### config.mk
export PLATFORM = sky130hd
export DESIGN_NAME = hdlc_frame_header_checker_unit
export DESIGN_NICKNAME = d
export VERILOG_FILES = /design/src/rtl/core/hfhc_pkg.sv /design/src/rtl/core/hdlc_frame_header_checker_unit.sv
export SDC_FILE = /design/constraint.sdc
export NUM_CORES = 1
export LEC_CHECK = 0
export ABC_AREA = 0
export BUFFER_PORTS_ARGS = -buffer_cell sky130_fd_sc_hd__buf_2
export CORE_MARGIN = 3
export CORE_UTILIZATION = 30
export DETAILED_ROUTE_END_ITERATION = 12
export MAX_ROUTING_LAYER = met4
export PLACE_DENSITY = 0.45
export SKIP_CTS_REPAIR_TIMING = 1
export SLEW_MARGIN = 20
export SYNTH_ARGS = -nofsm -noshare
export SYNTH_HDL_FRONTEND = slang
export SYNTH_SLANG_ARGS = --single-unit
### constraint.sdc
create_clock -name clk -period 18.8 [get_ports clk]
set_input_delay 3.76 -clock clk [delete_from_list [all_inputs] [get_ports clk]]
set_output_delay 3.76 -clock clk [all_outputs]
set_load 0.1 [all_outputs]
### src/rtl/core/hfhc_pkg.sv
// ----------------------------------------------------------------------------
// HDLC frame header checker package
// Shared types, constants and the byte-wide CRC-16/X.25 update.
// ----------------------------------------------------------------------------
package hfhc_pkg;

    localparam logic [7:0]  FLAG_BYTE   = 8'h7e;
    localparam logic [15:0] CRC_POLY    = 16'h8408;
    localparam logic [15:0] CRC_INIT    = 16'hffff;
    localparam logic [15:0] CRC_GOOD    = 16'hf0b8;
    localparam logic [7:0]  INFO_FORMAT = 8'h81;
    localparam logic [7:0]  INFO_GROUP  = 8'h80;
    localparam logic [10:0] HCS_MIN_LEN = 11'd7;

    localparam int TDATA_W = 168;
    localparam int TUSER_W = 4;

    // Frame classes reported in the summary.
    typedef enum logic [3:0] {
        KIND_I       = 4'd0,
        KIND_RR      = 4'd1,
        KIND_RNR     = 4'd2,
        KIND_SNRM    = 4'd3,
        KIND_DISC    = 4'd4,
        KIND_UA      = 4'd5,
        KIND_DM      = 4'd6,
        KIND_FRMR    = 4'd7,
        KIND_UI      = 4'd8,
        KIND_UNKNOWN = 4'd9
    } kind_t;

    // Information field parser states.
    typedef enum logic [6:0] {
        PH_FORMAT = 7'b0000001,
        PH_GROUP  = 7'b0000010,
        PH_GLEN   = 7'b0000100,
        PH_PID    = 7'b0001000,
        PH_PLEN   = 7'b0010000,
        PH_PVAL   = 7'b0100000,
        PH_DONE   = 7'b1000000
    } phase_t;

    // One byte through the reflected CRC-16/X.25 register.
    function automatic logic [15:0] crc_fold(input logic [15:0] crc, input logic [7:0] b);
        logic [15:0] v;
        v = crc ^ {8'h00, b};
        for (int k = 0; k < 8; k++) begin
            v = v[0] ? ((v >> 1) ^ CRC_POLY) : (v >> 1);
        end
        return v;
    endfunction

    // Control byte classification; the order of the tests matters.
    function automatic kind_t classify(input logic [7:0] c);
        kind_t k;
        if (c[0] == 1'b0)                 k = KIND_I;
        else if ((c & 8'h0f) == 8'h01)    k = KIND_RR;
        else if ((c & 8'h0f) == 8'h05)    k = KIND_RNR;
        else if ((c & 8'hef) == 8'h83)    k = KIND_SNRM;
        else if ((c & 8'hef) == 8'h43)    k = KIND_DISC;
        else if ((c & 8'hef) == 8'h63)    k = KIND_UA;
        else if ((c & 8'hef) == 8'h0f)    k = KIND_DM;
        else if ((c & 8'hef) == 8'h87)    k = KIND_FRMR;
        else if ((c & 8'hef) == 8'h03)    k = KIND_UI;
        else                              k = KIND_UNKNOWN;
        return k;
    endfunction

endpackage

### src/rtl/core/hdlc_frame_header_checker_unit.sv
// ----------------------------------------------------------------------------
// HDLC frame header checker
// Parses one raw HDLC frame byte per transaction and emits one summary.
// ----------------------------------------------------------------------------
// A summary is registered: the byte that ends the frame is held in the input
// register, then folded into the result register driving the master side.
// Throughput: one byte per cycle while no summary is stalled on the output;
// the byte-wide CRC fold sets the path.
// Reset: rst_n is asynchronous, active low; the block returns to hunting
// for an opening flag with both stages empty.
// ----------------------------------------------------------------------------
module hdlc_frame_header_checker_unit (
    input  logic                          clk,
    input  logic                          rst_n,
    input  logic                          s_tvalid,
    output logic                          s_tready,
    input  logic [7:0]                    s_tdata,   // [7:0] data_byte
    output logic                          m_tvalid,
    input  logic                          m_tready,
    // [0] segmented, [11:1] frame_length, [19:12] dest_address,
    // [27:20] src_address, [35:28] control_byte, [36] header_crc_ok,
    // [37] frame_crc_ok, [69:38] max_info_tx, [101:70] max_info_rx,
    // [133:102] window_tx, [165:134] window_rx, [167:166] zero
    output logic [hfhc_pkg::TDATA_W-1:0]  m_tdata,
    output logic [hfhc_pkg::TUSER_W-1:0]  m_tuser    // [3:0] frame_kind
);

    // ------------------------------------------------------------------
    // Handshake. The input register holds one byte; it is processed when
    // the result register is empty or being drained in the same cycle.
    // ------------------------------------------------------------------
    logic                          in_valid_reg;
    logic [7:0]                    in_byte_reg;
    logic                          out_valid_reg;
    logic [hfhc_pkg::TDATA_W-1:0]  out_data_reg;
    logic [hfhc_pkg::TUSER_W-1:0]  out_user_reg;

    logic advance;
    logic take_byte;

    assign advance   = !out_valid_reg || m_tready;
    assign take_byte = in_valid_reg && advance;
    assign s_tready  = !in_valid_reg || advance;

    assign m_tvalid = out_valid_reg;
    assign m_tdata  = out_data_reg;
    assign m_tuser  = out_user_reg;

    // ------------------------------------------------------------------
    // Frame state.
    // ------------------------------------------------------------------
    logic               in_frame_reg,  in_frame_next;
    logic [10:0]        pos_reg,       pos_next;
    logic [15:0]        crc_reg,       crc_next;
    logic [10:0]        len_reg,       len_next;
    logic               seg_reg,       seg_next;
    logic [7:0]         dest_reg,      dest_next;
    logic [7:0]         src_reg,       src_next;
    logic [7:0]         ctrl_reg,      ctrl_next;
    logic               hcs_ok_reg,    hcs_ok_next;
    hfhc_pkg::phase_t   phase_reg,     phase_next;
    logic [7:0]         grp_left_reg,  grp_left_next;
    logic [7:0]         pid_reg,       pid_next;
    logic [7:0]         plen_left_reg, plen_left_next;
    logic [31:0]        acc_reg,       acc_next;
    logic [31:0]        pval_reg [4];
    logic [31:0]        pval_next [4];

    logic               emit;
    logic [11:0]        idx;
    logic [7:0]         b;
    logic [7:0]         grp_dec;
    logic               finish;
    logic [31:0]        finish_val;
    hfhc_pkg::kind_t    kind;
    logic               info_zone;
    logic               fcs_ok;

    assign b       = in_byte_reg;
    assign idx     = {1'b0, pos_reg} + 12'd1;
    assign grp_dec = (grp_left_reg != 8'd0) ? (grp_left_reg - 8'd1) : 8'd0;

    always_comb
    begin
        in_frame_next  = in_frame_reg;
        pos_next       = pos_reg;
        crc_next       = crc_reg;
        len_next       = len_reg;
        seg_next       = seg_reg;
        dest_next      = dest_reg;
        src_next       = src_reg;
        ctrl_next      = ctrl_reg;
        hcs_ok_next    = hcs_ok_reg;
        phase_next     = phase_reg;
        grp_left_next  = grp_left_reg;
        pid_next       = pid_reg;
        plen_left_next = plen_left_reg;
        acc_next       = acc_reg;
        for (int i = 0; i < 4; i++) begin
            pval_next[i] = pval_reg[i];
        end
        emit       = 1'b0;
        finish     = 1'b0;
        finish_val = acc_reg;
        kind       = hfhc_pkg::classify(ctrl_reg);
        info_zone  = 1'b0;

        if (take_byte) begin
            if (!in_frame_reg) begin
                // Hunting: only an opening flag starts a frame, and it
                // restarts every piece of per-frame state.
                if (b == hfhc_pkg::FLAG_BYTE) begin
                    in_frame_next  = 1'b1;
                    pos_next       = 11'd0;
                    crc_next       = hfhc_pkg::CRC_INIT;
                    len_next       = 11'd0;
                    seg_next       = 1'b0;
                    dest_next      = 8'd0;
                    src_next       = 8'd0;
                    ctrl_next      = 8'd0;
                    hcs_ok_next    = 1'b1;
                    phase_next     = hfhc_pkg::PH_FORMAT;
                    grp_left_next  = 8'd0;
                    pid_next       = 8'd0;
                    plen_left_next = 8'd0;
                    acc_next       = 32'd0;
                    for (int i = 0; i < 4; i++) begin
                        pval_next[i] = 32'd0;
                    end
                end
            end else begin
                // Header capture by byte offset after the opening flag.
                case (idx)
                    12'd1:
                    begin
                        seg_next       = b[3];
                        len_next[10:8] = b[2:0];
                    end
                    12'd2: len_next[7:0] = b;
                    12'd3: dest_next     = b;
                    12'd4: src_next      = b;
                    12'd5: ctrl_next     = b;
                    default: ;
                endcase

                if (idx <= {1'b0, len_next}) begin
                    crc_next = hfhc_pkg::crc_fold(crc_reg, b);
                end
                if ((idx == 12'd7) && (len_next > hfhc_pkg::HCS_MIN_LEN)) begin
                    hcs_ok_next = (crc_next == hfhc_pkg::CRC_GOOD);
                end

                kind      = hfhc_pkg::classify(ctrl_next);
                info_zone = ((kind == hfhc_pkg::KIND_SNRM) || (kind == hfhc_pkg::KIND_UA))
                            && (len_next > hfhc_pkg::HCS_MIN_LEN)
                            && (idx >= 12'd8)
                            && (({1'b0, idx} + 13'd2) <= {2'b00, len_next});

                // Information field: format, group, group length, then
                // parameters of id, length and big-endian value.
                if (info_zone) begin
                    case (phase_reg)
                        hfhc_pkg::PH_FORMAT:
                        begin
                            phase_next = (b == hfhc_pkg::INFO_FORMAT) ?
                                         hfhc_pkg::PH_GROUP : hfhc_pkg::PH_DONE;
                        end
                        hfhc_pkg::PH_GROUP:
                        begin
                            phase_next = (b == hfhc_pkg::INFO_GROUP) ?
                                         hfhc_pkg::PH_GLEN : hfhc_pkg::PH_DONE;
                        end
                        hfhc_pkg::PH_GLEN:
                        begin
                            grp_left_next = b;
                            phase_next    = (b == 8'd0) ? hfhc_pkg::PH_DONE : hfhc_pkg::PH_PID;
                        end
                        hfhc_pkg::PH_PID:
                        begin
                            pid_next      = b;
                            grp_left_next = grp_dec;
                            phase_next    = hfhc_pkg::PH_PLEN;
                        end
                        hfhc_pkg::PH_PLEN:
                        begin
                            plen_left_next = b;
                            acc_next       = 32'd0;
                            grp_left_next  = grp_dec;
                            if (b == 8'd0) begin
                                finish     = 1'b1;
                                finish_val = 32'd0;
                            end else begin
                                phase_next = hfhc_pkg::PH_PVAL;
                            end
                        end
                        hfhc_pkg::PH_PVAL:
                        begin
                            acc_next       = {acc_reg[23:0], b};
                            grp_left_next  = grp_dec;
                            plen_left_next = plen_left_reg - 8'd1;
                            if (plen_left_reg == 8'd1) begin
                                finish     = 1'b1;
                                finish_val = {acc_reg[23:0], b};
                            end
                        end
                        default: ;
                    endcase

                    // A completed parameter: keep ids 5 to 8, then either
                    // expect the next id or stop at the end of the group.
                    if (finish) begin
                        if ((pid_reg >= 8'd5) && (pid_reg <= 8'd8)) begin
                            pval_next[pid_reg[1:0] - 2'd1] = finish_val;
                        end
                        phase_next = (grp_dec == 8'd0) ? hfhc_pkg::PH_DONE : hfhc_pkg::PH_PID;
                    end
                end

                // The byte at offset length+1 (at least offset 2) ends the
                // frame, whatever its value.
                if ((idx >= 12'd2) && (idx >= ({1'b0, len_next} + 12'd1))) begin
                    emit          = 1'b1;
                    in_frame_next = 1'b0;
                end else begin
                    pos_next = idx[10:0];
                end
            end
        end
    end

    assign fcs_ok = (len_next >= 11'd2) && (crc_next == hfhc_pkg::CRC_GOOD);

    // ------------------------------------------------------------------
    // Registers.
    // ------------------------------------------------------------------
    always_ff @(posedge clk or negedge rst_n)
    begin
        if (!rst_n) begin
            in_valid_reg  <= 1'b0;
            in_byte_reg   <= 8'd0;
        end else if (s_tready) begin
            in_valid_reg <= s_tvalid;
            if (s_tvalid) begin
                in_byte_reg <= s_tdata;
            end
        end
    end

    always_ff @(posedge clk or negedge rst_n)
    begin
        if (!rst_n) begin
            in_frame_reg  <= 1'b0;
            pos_reg       <= 11'd0;
            crc_reg       <= hfhc_pkg::CRC_INIT;
            len_reg       <= 11'd0;
            seg_reg       <= 1'b0;
            dest_reg      <= 8'd0;
            src_reg       <= 8'd0;
            ctrl_reg      <= 8'd0;
            hcs_ok_reg    <= 1'b1;
            phase_reg     <= hfhc_pkg::PH_FORMAT;
            grp_left_reg  <= 8'd0;
            pid_reg       <= 8'd0;
            plen_left_reg <= 8'd0;
            acc_reg       <= 32'd0;
            for (int i = 0; i < 4; i++) begin
                pval_reg[i] <= 32'd0;
            end
        end else begin
            in_frame_reg  <= in_frame_next;
            pos_reg       <= pos_next;
            crc_reg       <= crc_next;
            len_reg       <= len_next;
            seg_reg       <= seg_next;
            dest_reg      <= dest_next;
            src_reg       <= src_next;
            ctrl_reg      <= ctrl_next;
            hcs_ok_reg    <= hcs_ok_next;
            phase_reg     <= phase_next;
            grp_left_reg  <= grp_left_next;
            pid_reg       <= pid_next;
            plen_left_reg <= plen_left_next;
            acc_reg       <= acc_next;
            for (int i = 0; i < 4; i++) begin
                pval_reg[i] <= pval_next[i];
            end
        end
    end

    // Result register: loaded with the summary when a frame ends.
    always_ff @(posedge clk or negedge rst_n)
    begin
        if (!rst_n) begin
            out_valid_reg <= 1'b0;
        end else if (advance) begin
            out_valid_reg <= emit;
        end
    end

    always_ff @(posedge clk)
    begin
        if (advance && emit) begin
            out_user_reg <= kind;
            out_data_reg <= {2'b00, pval_next[3], pval_next[2], pval_next[1], pval_next[0],
                             fcs_ok, hcs_ok_next, ctrl_next, src_next, dest_next,
                             len_next, seg_next};
        end
    end

endmodule

==> results.cfg, run 1 <==
[synth]
synthSimpleGateAreaFrac = 0.136
synthMuxAreaShare = 0.0513
ys_types = 83
synth_top_family_by_area = simple AND/OR/NAND/NOR gates
synthArstFlopShare = 0.610
synth-adder-area-share = 0.0297
synthCells = 1660
synth_warnings = 0
yosysTopAreaCellShare = 0.320
synthXorXnorAreaFrac = 0.0258
ys.flop_type = dfrtp_1
synthTopCellsByArea = dfrtp_1 (32%), edfxtp_1 (26%), mux2i_1 (4.5%)
synth.avg_cell_area_um2 = 11.7
yosysSeqAreaShare = 0.608
synth-edff-count = 170
synth_compound_area_frac = 0.117
synth_largest_area_cell = dfrtp_1
synth_area_um2 = 19400
ys_seq_elements = 436

[finish]
final_cell_mix = dfrtp_1 (248), buf_2 (182), nand2_1 (181)
drive_gt1_frac = 0.188
largest_reg_flops = 166
final_area_um2 = 22900
area_growth_syn_to_layout_pct = 18.0
final_common_cell = dfrtp_1
fin_nets = 1875
antenna_cells = 0

[global_route]
grt_pass1_vias = 13774
grt_remaining_overflow = 0
grt_pass1_wl_um = 86600
grt_max_degree = 115
antenna_found_initial = 0
grt.total_usage = 0.170

[outcome]
status = finished, final reports clean

[pwr]
vdd_ir_drop_max_mv = 0.0545
powerDensity_nw_per_um2 = 125
power.leakage_nw = 9.54

[clock_tree]
clk_path_buf_depth = 3
clk_pin_slew_ns = 0.06
clock_sinks = 436
h-tree-depth = 2
cts_tree = yes
insertion_delay_ns = 0.61
cts_inserted_buffers = 49
cts-root-buf = clkbuf_16

[timing]
timing.final.crit_period_ns = 8.18
rsz0062_at_grt = no
final-hold-violation-count = 0
worstMarginPinSlew_ns = 1.11
fin_skew_ns = 0.0353
relSlewSlack = 0.262
timing.final.crit_share = 0.435
maxSlewViolCount = 0
maxClockFrequency_mhz = 122
setup_viol = 0
tns_ns = 0

[critical_path]
r2r-end = m_tdata[46]
ff2ff_setup_slack_ns = 11.34
worst_setup_path_start_kind = primary input
end_kind = output port
arrival_ns = 4.42
timing.rr.start = pos_reg[0]
cp_max_fo = 3
rr_worst_depth = 22
crit_start = m_tready
crit_required_ns = 15.04
critical_path_class = in -> out

[route]
drc = 0
via_count = 13629
wire_per_inst_um = 20.8
viasPerCell = 5.04
drtIter0Drc = 1022
ant_nets = 0
drt_wl_total_um = 56400
first_pass_iters = 5

[floorplan]
dieHeight_um = 260
row_count = 92
die-area_um2 = 67700
io_pins = 186
initial_utilization = 0.305
die_w_um = 260
core_area_um2 = 63500

[place]
gp_congestion = 0.843
port_buffers = 183
hpwl_um = 36600
placed_area_um2 = 21200

[hold_path]
worstHoldPathCells = 2
min_from = src_reg[3]
holdCritPathClass = reg -> reg
hold_end = src_reg[3]

[job]
maxCapViolations = 0
## cell usage after synthesis (all sizes together) (9+ instances only)
cell and number:
nand3 113, nor4 24, buf 29, nand4 16, a22oi 33, or3 11
mux2i 87, a21oi 49, o21ai 129, dfrtp 248, dfstp 18, nor2 64
nand2b 13, mux2 11, nand3b 9, a22o 38, xnor2 38, nand2 182
and3 13, a32o 13, xor2 19, edfxtp 170, clkbuf 83, nor3 49
inv 34, a21o 12, ha 46
## critical path: stages
cell	delay, ns
buf_2	0.08
nand3b_1	0.13
buf_2	0.44
## routing by layer
| metal | share of wire | up-vias | global-route usage |
|---|---|---|---|
| met4 | 0.022 | 0 | 0.0466 |
| li1 | - | 6408 | - |
| met5 | 0 | - | - |
| met2 | 0.46 | 296 | 0.261 |
| met1 | 0.48 | 6856 | 0.235 |
| met3 | 0.043 | 69 | 0.0268 |
## stage by stage
step | hold slack [ns] | utilization | setup slack [ns] | std cells | power (mW)
after global placement | 0.469 | 0.334 | 10.61 | 2612 | 1.87
after CTS | 0.502 | 0.360 | 10.62 | 2704 | 2.88
after global routing | 0.522 | 0.360 | 10.57 | 2704 | 3.00
final | 0.497 | 0.360 | 10.62 | 2704 | 2.85
after detailed placement | 0.482 | 0.334 | 10.62 | 2612 | 1.88
after floorplan | 0.451 | - | 10.28 | 1661 | 1.68
## worst max-delay path by stage
| stage | endpoint | slack, ns | depth (start not counted) |
|---|---|---|---|
| finish | s_tready | 10.62 | 3 |
| global route | s_tready | 10.57 | 3 |
| global placement | s_tready | 10.61 | 3 |
| floorplan | m_tdata[0] | 10.28 | 6 |
| detailed placement | s_tready | 10.62 | 3 |
| CTS | s_tready | 10.62 | 3 |
## layout make-up
type	count	area [um2]
Tap cell	846	1060
Timing Repair Buffer	217	1180
Sequential cell	436	11800
Multi-Input combinational cell	1078	7040
Inverter	35	136
Clock inverter	31	369
Fill cell	6327	40700
Clock buffer	61	1310
## power by group
| part | internal (mW) | switching [mW] | leakage, nW | total (mW) |
|---|---|---|---|---|
| registers | 1.07 | 0.0646 | 5.32 | 1.13 |
| clock network | 0.582 | 0.408 | 0.794 | 0.990 |
| logic | 0.223 | 0.505 | 3.43 | 0.728 |
| total | 1.87 | 0.978 | 9.54 | 2.85 |
## cell families after synthesis
logic type	after synthesis
AO/OA/AOI/OAI	339
XOR/XNOR	57
adder cells (fa/ha/maj)	46
buffers and inverters	147
flip-flops	436
multiplexers	98
other	1
AND/OR/NAND/NOR	536
Power figures use the tool's default switching activity.
==> inputs of run 2 (changes only) <==
--- a/config.mk
+++ b/config.mk
@@ -11,7 +11,7 @@
 export CORE_UTILIZATION = 30
 export DETAILED_ROUTE_END_ITERATION = 12
 export MAX_ROUTING_LAYER = met4
-export PLACE_DENSITY = 0.45
+export PLACE_DENSITY = 0.47
 export SKIP_CTS_REPAIR_TIMING = 1
 export SLEW_MARGIN = 20
 export SYNTH_ARGS = -nofsm -noshare
==> constraint.sdc (replaced) <==
create_clock -name clk -period 6.9 [get_ports clk]
set_input_delay 1.38 -clock clk [delete_from_list [all_inputs] [get_ports clk]]
set_output_delay 1.38 -clock clk [all_outputs]
set_load 0.1 [all_outputs]
==> results.cfg, run 2 (synthesis results as in run 1) <==
[floorplan]
core_area_um2 = 63500
row_count = 92
initial_utilization = 0.305
io_pins = 186
die-area_um2 = 67700
dieHeight_um = 260
die_w_um = 260

[global_route]
grt_pass1_wl_um = 85600
antenna_found_initial = 0
grt_pass1_vias = 13812
grt.total_usage = 0.167
grt_max_degree = 146
grt_remaining_overflow = 0

[route]
wire_per_inst_um = 20.5
via_count = 13644
viasPerCell = 5.04
drtIter0Drc = 978
drt_wl_total_um = 55600
drc = 0
ant_nets = 0
first_pass_iters = 5

[outcome]
status = finished, final reports clean

[clock_tree]
clock_sinks = 436
cts-root-buf = clkbuf_16
insertion_delay_ns = 0.60
cts_tree = yes
cts_inserted_buffers = 47
clk_path_buf_depth = 3
clk_pin_slew_ns = 0.06
h-tree-depth = 2

[place]
hpwl_um = 36600
port_buffers = 183
gp_congestion = 0.887
placed_area_um2 = 21400
dp_slack_ns = 0.495

[critical_path]
timing.rr.start = pos_reg[0]
worst_setup_path_start_kind = flop
crit_required_ns = 7.19
r2r-end = m_tdata[126]
cp_max_fo = 64
critical_path_class = reg -> reg
end_kind = flop
ff2ff_setup_slack_ns = 0.50
rr_worst_depth = 16
arrival_ns = 6.69

[pwr]
power.leakage_nw = 9.61
vdd_ir_drop_max_mv = 0.175
powerDensity_nw_per_um2 = 338

[finish]
final_cell_mix = dfrtp_1 (247), buf_2 (182), nand2_1 (180)
antenna_cells = 0
largest_reg_flops = 166
final_area_um2 = 23000
final_common_cell = dfrtp_1
fin_util = 0.362
drive_gt1_frac = 0.193
fin_nets = 1880
area_growth_syn_to_layout_pct = 18.8

[timing]
final-hold-violation-count = 0
rsz0062_at_grt = no
fin_skew_ns = 0.0289
timing.final.crit_share = 0.928
timing.final.ws_setup_ns = 0.497
setup_viol = 0
maxClockFrequency_mhz = 156
relSlewSlack = 0.274
worstMarginPinSlew_ns = 1.08
tns_ns = 0
timing.final.crit_period_ns = 6.40
hold_slack_ns = 0.498
maxSlewViolCount = 0

[hold_path]
worstHoldPathCells = 2
min_from = src_reg[6]
hold_end = src_reg[6]
holdCritPathClass = reg -> reg

[job]
maxCapViolations = 0
[run 2: report_power, final]
| group | internal [mW] | switching, mW |
|---|---|---|
| clock network | 1.60 | 1.09 |
| logic | 0.633 | 1.39 |
| registers | 2.90 | 0.184 |
| total | 5.13 | 2.66 |
[run 2: worst max-delay path by stage]
stage | depth (start not counted) | startpoint | endpoint
floorplan | 21 | pos_reg[1] | m_tdata[0]
global placement | 16 | pos_reg[0] | m_tdata[106]
detailed placement | 16 | pos_reg[0] | m_tdata[107]
CTS | 16 | pos_reg[0] | m_tdata[106]
global route | 16 | pos_reg[0] | m_tdata[63]
finish | 16 | pos_reg[0] | m_tdata[126]
[run 2: per-layer routing]
metal	share of wire	track usage	up-vias
li1	-	-	6414
met1	0.47	0.230	6818
met2	0.46	0.259	343
met3	0.049	0.0279	69
met4	0.019	0.0404	0
met5	0	-	-
[run 2: through the flow]
stage	std cells	total power [mW]
final	2707	7.79
after floorplan	1661	4.60
after global routing	2707	8.22
after CTS	2707	7.89
after global placement	2619	5.15
after detailed placement	2619	5.15
[run 2: worst max-delay path, stage by stage, from the launching register on]
cell and delay [ns]:
dfrtp_1 0.73, ha_4 0.29, nand3_1 0.13, a2111oi_2 0.38, o221ai_1 0.29, nor4_4 0.88
mux2i_1 0.50, ha_1 0.33, a21o_1 0.16, a211oi_1 0.27, a21oi_1 0.10, or3_1 0.38
a2111o_1 0.48, or3_2 0.50, buf_4 0.31, nand3_1 0.17, o21ai_0 0.14
[run 2: layout make-up]
cell class,count,area (um2)
clock buffers,64,1290
clock inverters,24,373
fillers,6293,40500
inverters,35,135
multi-input cells,1078,7110
flip-flops and latches,436,11800
well taps,846,1060
repair buffers,224,1280
==> inputs of run 3 (changes only) <==
--- a/config.mk
+++ b/config.mk
@@ -8,10 +8,10 @@
 export ABC_AREA = 0
 export BUFFER_PORTS_ARGS = -buffer_cell sky130_fd_sc_hd__buf_2
 export CORE_MARGIN = 3
-export CORE_UTILIZATION = 30
+export CORE_UTILIZATION = 50
 export DETAILED_ROUTE_END_ITERATION = 12
 export MAX_ROUTING_LAYER = met4
-export PLACE_DENSITY = 0.47
+export PLACE_DENSITY = 0.71
 export SKIP_CTS_REPAIR_TIMING = 1
 export SLEW_MARGIN = 20
 export SYNTH_ARGS = -nofsm -noshare
==> results.cfg, run 3 (synthesis results as in run 1) <==
[route]
drt_wl_total_um = 49500
wire_per_inst_um = 20.9
first_pass_iters = 5
drtIter0Drc = 1123
drc = 0
ant_nets = 0
via_count = 13894
viasPerCell = 5.87

[pwr]
power.leakage_nw = 9.62
finalPower_mw = 7.76
vdd_ir_drop_max_mv = 0.357
powerDensity_nw_per_um2 = 343

[critical_path]
cp_max_fo = 32
arrival_ns = 6.65
worst_setup_path_start_kind = flop
ff2ff_setup_slack_ns = 0.62
critical_path_class = reg -> reg
crit_required_ns = 7.27
end_kind = flop

[clock_tree]
clk_path_buf_depth = 3
cts-root-buf = clkbuf_16
clk_pin_slew_ns = 0.06
clock_sinks = 436
insertion_delay_ns = 0.59
cts_inserted_buffers = 45
h-tree-depth = 2
cts_tree = yes

[place]
placed_area_um2 = 20900
gp_congestion = 0.902
hpwl_um = 32800
port_buffers = 183
dp_cells = 2280

[floorplan]
die-area_um2 = 41200
row_count = 71
initial_utilization = 0.511
dieHeight_um = 203
io_pins = 186
core_area_um2 = 37900
die_w_um = 203

[global_route]
antenna_found_initial = 0
grt_pass1_vias = 13684
grt.total_usage = 0.247
grt_remaining_overflow = 0
grt_max_degree = 169
grt_pass1_wl_um = 78100

[outcome]
status = finished, final reports clean

[finish]
final_cell_mix = dfrtp_1 (247), buf_2 (182), nand2_1 (180)
drive_gt1_frac = 0.195
final_area_um2 = 22600
largest_reg_flops = 166
final_cells = 2367
antenna_cells = 0
area_growth_syn_to_layout_pct = 16.7
final_common_cell = dfrtp_1
fin_nets = 1877

[timing]
timing.final.crit_period_ns = 6.28
fin_skew_ns = 0.0195
relSlewSlack = 0.248
setup_viol = 0
timing.final.crit_share = 0.910
final-hold-violation-count = 0
maxClockFrequency_mhz = 159
maxSlewViolCount = 0
hold_slack_ns = 0.484
rsz0062_at_grt = no
worstMarginPinSlew_ns = 1.12

[hold_path]
holdCritPathClass = reg -> reg

[job]
maxCapViolations = 0
run 3: cell count changes in the layout (fill, tap and decap cells not counted), moves of 2 or more:
cell,change
clkbuf_1,-8
bufinv_16,+3
buf_4,-2
clkbuf_16,-2
clkbuf_8,-2
clkinv_1,+2
clkinv_4,+2
run 3: final timing paths:
check,start,endpoint,cells past startpoint
min in group asynchronous,rst_n,pval_reg[126],1
min,src_reg[1],src_reg[1],2
max in group asynchronous,rst_n,pval_reg[7],2
min reg2reg,src_reg[1],src_reg[1],2
max reg2reg,pos_reg[0],m_tdata[162],18
max,pos_reg[0],m_tdata[162],18
run 3: area by class of cell:
class,instances,area (um2)
inverters,35,135
fillers,3058,15300
multi-input cells,1078,7110
clock buffers,52,1180
well taps,511,639
flip-flops and latches,436,11800
clock inverters,32,483
repair buffers,223,1290
run 3: critical path, cell delays in order (launching register included):
cell and delay [ns]:
dfrtp_1 0.60, ha_4 0.31, and3_1 0.22, nor4_1 0.32, o221ai_1 0.36, nor4_2 0.31
buf_4 0.23, mux2i_1 0.56, ha_1 0.36, a21o_1 0.19, a21o_1 0.17, a21oi_1 0.24
nor2_1 0.07, or3_1 0.40, a2111o_1 0.47, nor2_4 0.35, nand4_2 0.13, buf_4 0.36
mux2i_1 0.38
run 3: metal layers:
layer,global-route usage,up-vias,wire length (um)
met5,-,-,0
met4,0.0572,0,960
met3,0.0398,73,2720
met2,0.389,430,23800
met1,0.341,6984,22000
li1,-,6407,-
run 3: power breakdown:
part           switching (mW)  internal (mW)  leakage, nW
sequential              0.185           2.90         5.31
combinational            1.36          0.628         3.51
clock                    1.05           1.63        0.797
total                    2.60           5.16         9.62
run 3: per-stage QoR:
stage | util | setup TNS [ns] | worst slack (ns)
after CTS | 0.596 | 0 | 0.453
after global placement | 0.552 | 0 | 0.547
after detailed placement | 0.552 | 0 | 0.491
final | 0.596 | 0 | 0.624
after floorplan | - | -44.67 | -0.263
after global routing | 0.596 | 0 | 0.202
